File: config.mk
export PLATFORM = sky130hd
export DESIGN_NAME = lpht_ctrl
export DESIGN_NICKNAME = d
export VERILOG_FILES = /design/src/sv/lpht_pkg.sv /design/src/sv/lpht_ctrl.sv
export SDC_FILE = /design/constraint.sdc
export NUM_CORES = 1
export LEC_CHECK = 0
export CORE_AREA = 2 2 39 41
export CTS_BUF_LIST = sky130_fd_sc_hd__clkbuf_16
export CTS_CLUSTER_SIZE = 20
export DETAILED_ROUTE_END_ITERATION = 16
export DIE_AREA = 0 0 41 43
export DONT_BUFFER_PORTS = 1
export PLACE_DENSITY_LB_ADDON = 0.08
export SYNTH_ARGS = -nofsm -noshare
export SYNTH_HDL_FRONTEND = slang
export SYNTH_SLANG_ARGS = --single-unit
File: constraint.sdc
create_clock -name clock -period 1.46 [get_ports clock]
set_clock_uncertainty 0.1 [all_clocks]
set_input_delay 0.146 -clock clock [delete_from_list [all_inputs] [get_ports clock]]
set_output_delay 0.146 -clock clock [all_outputs]
set_load 0.01 [all_outputs]
File: src/sv/lpht_pkg.sv
`default_nettype none

package lpht_pkg;

   // fixed field widths
   localparam int KEY_W      = 32;
   localparam int VALUE_W    = 32;
   localparam int SLOT_IDX_W = 8;
   localparam int MODE_W     = 2;
   localparam int STATUS_W   = 2;
   localparam int SLOT_W     = 2;

   // default table depth
   localparam int DEPTH_DEF = 256;

   // remainder unit: quotient bits retired per cycle
   localparam int DIGIT_BITS = 4;

   // configuration port
   localparam int CSR_IDX_W  = 8;
   localparam int CSR_DATA_W = 16;
   localparam int CFG_W      = 9;

   localparam logic [CSR_IDX_W-1:0] CSR_INSERT_POLICY  = 8'd0;
   localparam logic [CSR_IDX_W-1:0] CSR_BUCKETS_IN_USE = 8'd1;

   localparam logic [CFG_W-1:0] BUCKETS_RST = 9'd256;

   // request modes
   localparam logic [MODE_W-1:0] MODE_INSERT = 2'd0;
   localparam logic [MODE_W-1:0] MODE_UPDATE = 2'd1;
   localparam logic [MODE_W-1:0] MODE_DELETE = 2'd2;
   localparam logic [MODE_W-1:0] MODE_QUERY  = 2'd3;

   // response status
   localparam logic [STATUS_W-1:0] ST_OK      = 2'd0;
   localparam logic [STATUS_W-1:0] ST_DUP     = 2'd1;
   localparam logic [STATUS_W-1:0] ST_FULL    = 2'd2;
   localparam logic [STATUS_W-1:0] ST_MISSING = 2'd3;

   // slot states
   localparam logic [SLOT_W-1:0] SLOT_EMPTY = 2'd0;
   localparam logic [SLOT_W-1:0] SLOT_LIVE  = 2'd1;
   localparam logic [SLOT_W-1:0] SLOT_GONE  = 2'd2;

   typedef struct packed {
      logic [MODE_W-1:0]       mode;
      logic signed [KEY_W-1:0] key;
      logic [VALUE_W-1:0]      new_value;
   } req_type;

   typedef struct packed {
      logic [STATUS_W-1:0]   status;
      logic [VALUE_W-1:0]    found_value;
      logic [SLOT_IDX_W-1:0] slot_index;
   } rsp_type;

   // controller to datapath
   typedef struct packed {
      logic clear_step;
      logic load_req;
      logic load_home;
      logic read;
      logic commit;
      logic advance;
      logic load_rsp;
   } cmd_type;

   // datapath to controller
   typedef struct packed {
      logic clear_last;
      logic div_done;
      logic hit_done;
      logic walk_last;
   } stat_type;

endpackage

`default_nettype wire

File: src/sv/lpht_ctrl.sv
`default_nettype none

module lpht_ctrl
   import lpht_pkg::*;
(
   input  wire logic     clock,
   input  wire logic     reset,
   input  wire stat_type stat,
   output cmd_type       cmd,
   input  wire logic     req_valid,
   output logic          req_ready,
   output logic          rsp_valid,
   input  wire logic     rsp_ready
);

   localparam logic [2:0] S_CLEAR  = 3'd0;
   localparam logic [2:0] S_IDLE   = 3'd1;
   localparam logic [2:0] S_DIV    = 3'd2;
   localparam logic [2:0] S_READ   = 3'd3;
   localparam logic [2:0] S_EVAL   = 3'd4;
   localparam logic [2:0] S_FINISH = 3'd5;

   logic [2:0] state_ff, state_in;
   logic       rsp_valid_ff, rsp_valid_in;
   logic       out_free;

   assign out_free = !rsp_valid_ff || rsp_ready;

   always_comb begin
      state_in  = state_ff;
      cmd       = '0;
      req_ready = 1'b0;
      unique case (state_ff)
         S_CLEAR: begin
            cmd.clear_step = 1'b1;
            if (stat.clear_last) begin
               state_in = S_IDLE;
            end
         end
         S_IDLE: begin
            req_ready = 1'b1;
            if (req_valid) begin
               cmd.load_req = 1'b1;
               state_in     = S_DIV;
            end
         end
         S_DIV: begin
            if (stat.div_done) begin
               cmd.load_home = 1'b1;
               state_in      = S_READ;
            end
         end
         S_READ: begin
            cmd.read = 1'b1;
            state_in = S_EVAL;
         end
         S_EVAL: begin
            if (stat.hit_done) begin
               cmd.commit = 1'b1;
               state_in   = S_FINISH;
            end else if (stat.walk_last) begin
               state_in = S_FINISH;
            end else begin
               cmd.advance = 1'b1;
               state_in    = S_READ;
            end
         end
         S_FINISH: begin
            if (out_free) begin
               cmd.load_rsp = 1'b1;
               state_in     = S_IDLE;
            end
         end
         default: begin
            state_in = S_IDLE;
         end
      endcase
   end

   always_comb begin
      rsp_valid_in = rsp_valid_ff;
      if (cmd.load_rsp) begin
         rsp_valid_in = 1'b1;
      end else if (rsp_ready) begin
         rsp_valid_in = 1'b0;
      end
   end

   always_ff @(posedge clock) begin
      if (reset) begin
         state_ff     <= S_CLEAR;
         rsp_valid_ff <= 1'b0;
      end else begin
         state_ff     <= state_in;
         rsp_valid_ff <= rsp_valid_in;
      end
   end

   assign rsp_valid = rsp_valid_ff;

   a_eval_after_read: assert property (@(posedge clock) disable iff (reset)
      (state_ff == S_EVAL) |-> ($past(state_ff) == S_READ))
      else $error("evaluation without a slot read");

   a_rsp_from_finish: assert property (@(posedge clock) disable iff (reset)
      $rose(rsp_valid_ff) |-> ($past(state_ff) == S_FINISH))
      else $error("response raised outside finish");

endmodule

`default_nettype wire

Word-level counts from Yosys, hierarchy flattened
Cells that the tools add are included.
{"block": "totals", "regBits": 4, "in_bits": 8, "output_inout_bits": 9, "elab_cells": 38}
{"block": "classes", "mux": 22, "n_eq_ne": 9, "reduce_logical": 5}
{"operator": "2-to-1 mux 3 bit", "count": 6}
{"operator": "one-hot mux 3 bit (6 select lines)", "count": 1}
{"operator": "2-to-1 mux 1 bit", "count": 14}
{"operator": "inequality test 2 bit, second input constant", "count": 4}
{"operator": "== test 3 x 2 -> 1 bit, second input constant", "count": 2}
{"operator": "== test 3 bit, second input constant", "count": 2}
{"operator": "AND reduction 4 bit", "count": 1}
{"operator": "== test 3 x 1 -> 1 bit, second input constant", "count": 1}
{"operator": "logical NOT 3 bit", "count": 1}
{"operator": "2-to-1 mux 2 bit", "count": 1}
{"operator": "nonzero test 2 bit", "count": 1}
{"operator": "logical NOT 1 bit", "count": 1}
{"operator": "logical OR 1 bit", "count": 1}

Depth between registers and ports, before layout
Gate-level depths: netlist (run 1).
{"block": "logic_depth", "ltp_word": 5, "depth_mapped": 5, "ltp_nobuf": 4}

Worst setup path before layout (run 1)
OpenSTA, ideal clock, no wires.
{"block": "synth_timing", "path_kind": "register to output", "from": "reg state_ff[0]", "to": "out cmd[5] (netlist name)", "arrival_ns": 1.069, "slack_ns": 0.145, "t_required_ns": 1.214, "path_buffers": 1, "stages_incl_launch_ff": 5, "cell_sequence": "dfxtp_1 -> buf_4 -> and2b_1 -> nor2b_1 -> and2_1"}
{"element": "start: declaration", "line": "lpht_ctrl.sv:23", "text": "logic [2:0] state_ff, state_in;"}
{"element": "start signal: assignment", "line": "lpht_ctrl.sv:94", "text": "state_ff <= state_in;"}
{"element": "end: declaration", "line": "lpht_ctrl.sv:9", "text": "output cmd_type cmd,"}

==> results by group, run 1 <==
GRT
  • Remaining global-route overflow: 0
  • Largest net degree at the start of global routing: 12
  • GR Util All Layers: about an eighth
  • First-pass GRT wire length: approximately 1400 µm
  • Initial antenna violation count: 0
  • Vias in the first global route: around 320

Placed design
  • DP Wirelength: between 600 and 700 µm
  • GP Congestion: between 0.7 and 0.8
  • I/O Buffers: 0

Outcome
  • Status: finished, final reports clean

Setup path
  • Type of origin of the critical path: register
  • Crit path buf inv count: 1
  • Critical path peak fanout: 11
  • FF-to-FF Start: state_ff[2]
  • Arr. time, crit path: about 1.2 ns
  • Crit path from: state_ff[2]
  • R2r setup slk: 0.12 ns
  • Slowest cell on crit path: dfxtp_1
  • CP Capture Type: output port
  • Crit path cell chain: buf_4, nor3_1
  • CP Depth: 2
  • Cells on worst reg2reg path: 4
  • Crit Path Category: reg -> out
  • WP data required: around 1.2 ns
  • End of the critical path: cmd[4]
  • CP peak stage delay: 0.42 ns
  • Critical path's top delay family: flip-flops
  • FF-to-FF End: state_ff[1]

Flow run
  • Max-cap violations: 0

STA
  • Fin crit share: a little over nine tenths
  • Worst hold slack: around 0.036 ns
  • Endpoints failing setup: 0
  • Relative slew slack: 73.80%
  • Final hold vios: 0
  • Crit path time final: ~1.4 ns
  • Slew Viols, Final: 0
  • Highest Clock Rate: 701.6 MHz
  • RSZ-0062 raised after global routing: yes
  • Slew @ Worst Pin: approximately 0.39 ns

Synthesis
  • Syn nets: 51
  • Ys Warns: 0
  • Number of synthesized register bits: 4
  • Post-Syn Area: roughly 350 µm²
  • Post-Syn Area per Cell: 8.060 µm²
  • Sequential share of the synthesized area: between 20 and 25%
  • Cells after Synth: 43
  • Yosys cell types: 23

Floorplan
  • Core Rows: 14
  • Die Y: ~43 µm
  • Die Wd: just over 40 µm
  • Core Region: between 1000 and 1500 µm²
  • Initial Util: 25.05%
  • IO Pins: 17
  • Die area: between 1500 and 2000 µm²

Power
  • Pwr dens: roughly 2400 nW/µm²
  • Worst VDD drop: between 0.5 and 0.6 mV
  • Leak: between 0.15 and 0.2 nW
  • Total power: about 1.2 mW

Clock network
  • Num CTS Buffers: 3
  • Clock Path Buffers: 2
  • CTS tree: done
  • Sink Count: 4
  • Root Buffer: clkbuf_16
  • Worst-skew pair later-pin latency: about 0.23 ns
  • Worst-path clk slew: 0.03 ns
  • H-tree depth: 1

Worst hold path
  • Hold Crit Class: in -> reg

Cells and area
  • Ratio of cells with drive above 1 in the final layout: 34.69%
  • Nets: between 50 and 60
  • Util after Layout: 34.99%
  • Commonest non-fill, non-tap cells in the layout: nand2_1 (5), buf_4 (5), mux2i_1 (4), nor3_1 (3), clkbuf_16 (3)
  • P&R area growth vs syn: 39.71%
  • ANT cells: 0

Detailed routing
  • First drt pass iteration count: 3
  • Initial drt markers: 5
  • Post-Route WL: just under 900 µm
  • Vias per cell: approximately 5
  • Via count: 319
  • Post-DRT Antenna Nets: 0
  • DR DRC count: 0
  • Drt wl/cell: 13.35 µm
## worst min path at each step
| stage | from | end | slack (ns) | cells past startpoint |
|---|---|---|---|---|
| after global placement | reset | rsp_valid | 0.12 | 1 |
| after CTS | reset | state_ff[1] | 0.03 | 3 |
| after floorplan | reset | rsp_valid | 0.12 | 1 |
| after global routing | reset | state_ff[1] | 0.06 | 3 |
| final | reset | state_ff[1] | 0.04 | 3 |
| after detailed placement | reset | rsp_valid | 0.12 | 1 |
## report_power, final
part	internal, mW	leakage (nW)	switching [mW]
Sequential	0.156	0.0335	0.0700
Combinational	0.250	0.125	0.257
Clock	0.350	0.0370	0.0810
## cells in the mapped netlist, drive strengths merged
| master | number | share of area (%) |
|---|---|---|
| nand2b | 1 | 1.8 |
| and2b | 1 | 2.2 |
| nor4b | 1 | 2.5 |
| nand2 | 5 | 5.4 |
| and2 | 1 | 1.8 |
| mux2i | 4 | 12 |
| a31oi | 1 | 1.8 |
| buf | 4 | 9.0 |
| nor3 | 4 | 5.8 |
| inv | 2 | 2.2 |
| nor2b | 3 | 5.4 |
| a21oi | 2 | 4.0 |
| and3 | 2 | 3.6 |
| a2111oi | 1 | 7.9 |
| nor2 | 2 | 2.2 |
| dfxtp | 4 | 23 |
| o21a | 1 | 2.2 |
| o211ai | 1 | 2.2 |
| o311ai | 1 | 2.5 |
| o21ai | 2 | 2.9 |
## metal layers
metal  vias up  wire, µm  global-route usage (%)
li1        162         -                       -
met1       144       375                   15.71
met2        11       415                   15.31
met3         2        60                   4.712
met4         0        16                   10.00
met5         -         0                       0
## cell families (layout without fill, tap and decap cells)
logic type | Yosys count | count (layout) | synth area share, %
simple gates | 20 | 20 | 30.69
buf+inv | 6 | 12 | 11.19
compound gates | 9 | 9 | 23.47
mux | 4 | 4 | 11.55
flops | 4 | 4 | 23.11
## through the flow
step	instance area (µm²)	TNS (ns)	worst slack [ns]	cells
floorplan	346.6	0	0.1451	43
global placement	372.9	0	0.1737	60
detailed placement	372.9	0	0.1405	60
CTS	476.7	0	0.002581	65
global route	484.2	-0.03413	-0.01467	65
finish	484.2	0	0.03459	65
## worst min-delay path, delay by kind of cell
kind,cells,cell delay [ns]
buf+inv,1,0.04
simple gates,1,0.07
mux,1,0.06
## layout make-up
| class | count | area [µm²] |
|---|---|---|
| fillers | 150 | 899.6 |
| flip-flops and latches | 4 | 82.58 |
| repair buffers | 7 | 57.56 |
| multi-input cells | 33 | 241.5 |
| well taps | 16 | 20.02 |
| clock buffers | 3 | 75.07 |
| inverters | 2 | 7.507 |
## registers in the layout, summed over array words and instances, names as in the netlist
signal and count:
rsp_valid 1, state_ff 3
## timing repair
action                     CTS  global route
hold endpoints to repair     2             0
hold buffers                 2             0
setup buffers                0             0
resized for setup            3             4
cloned                       0             0
pin swaps                    0             0
setup endpoints to repair    4             5
Power figures use the tool's default switching activity.
==> run 2: changes to the inputs <==
--- a/config.mk
+++ b/config.mk
@@ -12,6 +12,7 @@
 export DIE_AREA = 0 0 41 43
 export DONT_BUFFER_PORTS = 1
 export PLACE_DENSITY_LB_ADDON = 0.08
+export SETUP_SLACK_MARGIN = 0.5
 export SYNTH_ARGS = -nofsm -noshare
 export SYNTH_HDL_FRONTEND = slang
 export SYNTH_SLANG_ARGS = --single-unit
==> run 2 against run 1 <==
Flip-flop and latch count stayed put. Sequential power up 14%. Critical path depth up 1. Cell count increased by 15%. Total power is 33% higher. Clock-buffer cell count stayed put. Design area up 35%. Setup slack better by 0.064 ns. Global-route usage up 2.1 points. Fmax is 4.7% higher. Hold slack worse by 0.013 ns.
==> results by group, run 2 (synthesis gave the netlist of run 1 again) <==
Outcome
  • Status: finished, final reports clean

Cells and area
  • Register area: 91.34 µm² (+11%)
  • ANT cells: 0 (unchanged)
  • Nets: 69 (+17%)
  • Commonest non-fill, non-tap cells in the layout: buf_4 (11), nand2_2 (4), mux2i_1 (4)
  • Reg with most FFs: state_ff
  • Final instance area: 655.6 µm² (+35%)
  • P&R area growth vs syn: 89.17%
  • Ratio of cells with drive above 1 in the final layout: 66.10% (+31 points)
  • FILL cells: 133 (-11%)
  • Max reg flops: 3 (unchanged)
  • Multi-input combinational cell area: 305.3 µm² (+26%)
  • Most common cell after layout, fill and taps aside: buf_4

STA
  • Final WS setup: 0.09816 ns (+0.06358 ns)
  • Final TNS setup: 0 ns (unchanged)
  • RSZ-0062 raised after global routing: yes
  • Crit path time final: 1.362 ns (-0.06358 ns)
  • Highest Clock Rate: 734.3 MHz (+4.7%)
  • Fin crit share: 93.28% (-4.4 points)
  • Final hold vios: 0 (unchanged)
  • Endpoints failing setup: 0 (unchanged)
  • Relative slew slack: 76.36% (+2.6 points)
  • Slew Viols, Final: 0 (unchanged)
  • Slew @ Worst Pin: 0.3519 ns (-0.04057 ns)

Floorplan
  • IO Pins: 17 (unchanged)
  • Die Wd: 41 µm (unchanged)
  • Initial Util: 25.05% (unchanged)
  • Core Region: 1384 µm² (unchanged)
  • Die area: 1763 µm² (unchanged)
  • Die Y: 43 µm (unchanged)
  • Core Rows: 14 (unchanged)

Detailed routing
  • Drt wl/cell: 14.15 µm (+5.9%)
  • DR DRC count: 0 (unchanged)
  • Vias per cell: 5.013 (+2.2%)
  • Post-DRT Antenna Nets: 0 (unchanged)
  • Initial drt markers: 2 (-3)
  • Via count: 376 (+18%)
  • Post-Route WL: 1061 µm (+22%)
  • First drt pass iteration count: 4 (+1)

Placed design
  • Placed Area: 370.4 µm² (-0.67%)
  • DP Wirelength: 633.7 µm (-4.4%)
  • Post-place setup slack: 0.1802 ns (+0.03966 ns)
  • GP Congestion: 0.6974 (-9.6%)
  • I/O Buffers: 0 (unchanged)

Clock network
  • H-tree depth: 1 (unchanged)
  • Worst-skew pair later-pin latency: 0.22 ns (about the same)
  • Sink Count: 4 (unchanged)
  • Root Buffer: clkbuf_16
  • CTS tree: done
  • Clock Path Buffers: 2 (unchanged)
  • Num CTS Buffers: 3 (unchanged)
  • Worst-path clk slew: 0.03 ns (about the same)

Setup path
  • Critical path peak fanout: 3 (-8)
  • Type of origin of the critical path: register
  • CP peak stage delay: 0.34 ns (-0.08 ns)
  • Slowest cell on crit path: dfxtp_4
  • Crit path cell chain: and2b_2, nor2b_4, and2_4
  • Arr. time, crit path: 1.12 ns (-0.06 ns)
  • Crit path buf inv count: 0 (-1)
  • WP data required: 1.21 ns (about the same)
  • Crit Path Category: reg -> out
  • Critical path's top delay family: simple AND/OR/NAND/NOR gates
  • CP Capture Type: output port

Power
  • Clk pwr share: 27.3% (-9.8 points)
  • Flop pwr share: 16.6% (-2.8 points)
  • P_int: 1.023 mW (+35%)
  • Leak: 0.2617 nW (+34%)
  • Pwr dens: 2367 nW/µm² (-1.5%)
  • Worst VDD drop: 0.8047 mV (+42%)
  • Net switching power: 0.5290 mW (+30%)
  • Switching share of power: 34.08% (-0.95 points)
  • Gate power share: 56.1% (+13 points)

GRT
  • Vias in the first global route: 401 (+25%)
  • Largest net degree at the start of global routing: 14 (+2)
  • Remaining global-route overflow: 0 (unchanged)
  • First-pass GRT wire length: 1669 µm (+22%)
  • GR Util All Layers: 14.37% (+2.1 points)
  • Initial antenna violation count: 0 (unchanged)

Worst hold path
  • Hold Crit Class: in -> reg

Flow run
  • Max-cap violations: 0 (unchanged)
[run 2: changes by cell type in the layout (fill, tap and decap cells not counted), sizes merged]
cell	previous run	this run
buf	5	15
[run 2: repair_timing]
action | 4_1_cts | 5_1_grt
gates resized for setup | 17 | 6
setup endpoints to repair | 12 | 12
gates cloned | 0 | 0
pin swaps | 4 | 4
hold buffers | 2 | 0
hold endpoints to repair | 2 | 0
buffers inserted | 8 | 5
[run 2: path summary, 6_finish.rpt]
| kind | from | to | slack [ns] | cells past startpoint |
|---|---|---|---|---|
| max | state_ff[1] | cmd[5] | 0.1 | 3 |
| min reg2reg | state_ff[2] | rsp_valid | 0.46 | 2 |
| max reg2reg | state_ff[1] | state_ff[0] | 0.1 | 5 |
| min | reset | state_ff[2] | 0.02 | 3 |
[run 2: per-layer routing]
metal	wire, µm	vias to the layer above	global-route usage [%]
li1	-	185	-
met1	386	177	14.52
met2	610	11	24.06
met3	49	3	6.283
met4	14	0	6.000
met5	0	-	0
[run 2: power groups by stage]
| stage | Sequential (mW) | Combinational, mW | Clock (mW) |
|---|---|---|---|
| after global placement | 0.261 | 0.420 | 0 |
| final | 0.258 | 0.871 | 0.423 |
| after floorplan | 0.191 | 0.465 | 0 |
| after detailed placement | 0.265 | 0.424 | 0 |
| after CTS | 0.260 | 0.695 | 0.432 |
| after global routing | 0.266 | 0.949 | 0.445 |
[run 2: worst min-delay path: cells and delay by family]
| family | cells | cell delay [ns] |
|---|---|---|
| AO/OA/AOI/OAI | 2 | 0.11 |
| buffers and inverters | 1 | 0.04 |
[run 2: cell type report]
type / instances / share of cell area (%)
inverter: 2 / 1.145
sequential: 4 / 13.93
timing repair buffer: 17 / 23.85
tap: 16 / 3.053
clock buffer: 3 / 11.45
multi-input combinational: 33 / 46.56
[run 2: stage by stage]
stage / cells / total power [mW] / util (%) / hold WS [ns]
finish: 75 / 1.552 / 47.38 / 0.02284
global route: 75 / 1.659 / 47.38 / 0.05707
CTS: 70 / 1.386 / 41.95 / 0.02362
detailed placement: 57 / 0.6889 / 26.76 / 0.1179
global placement: 57 / 0.6810 / 26.76 / 0.1159
floorplan: 43 / 0.6565 / - / 0.1151
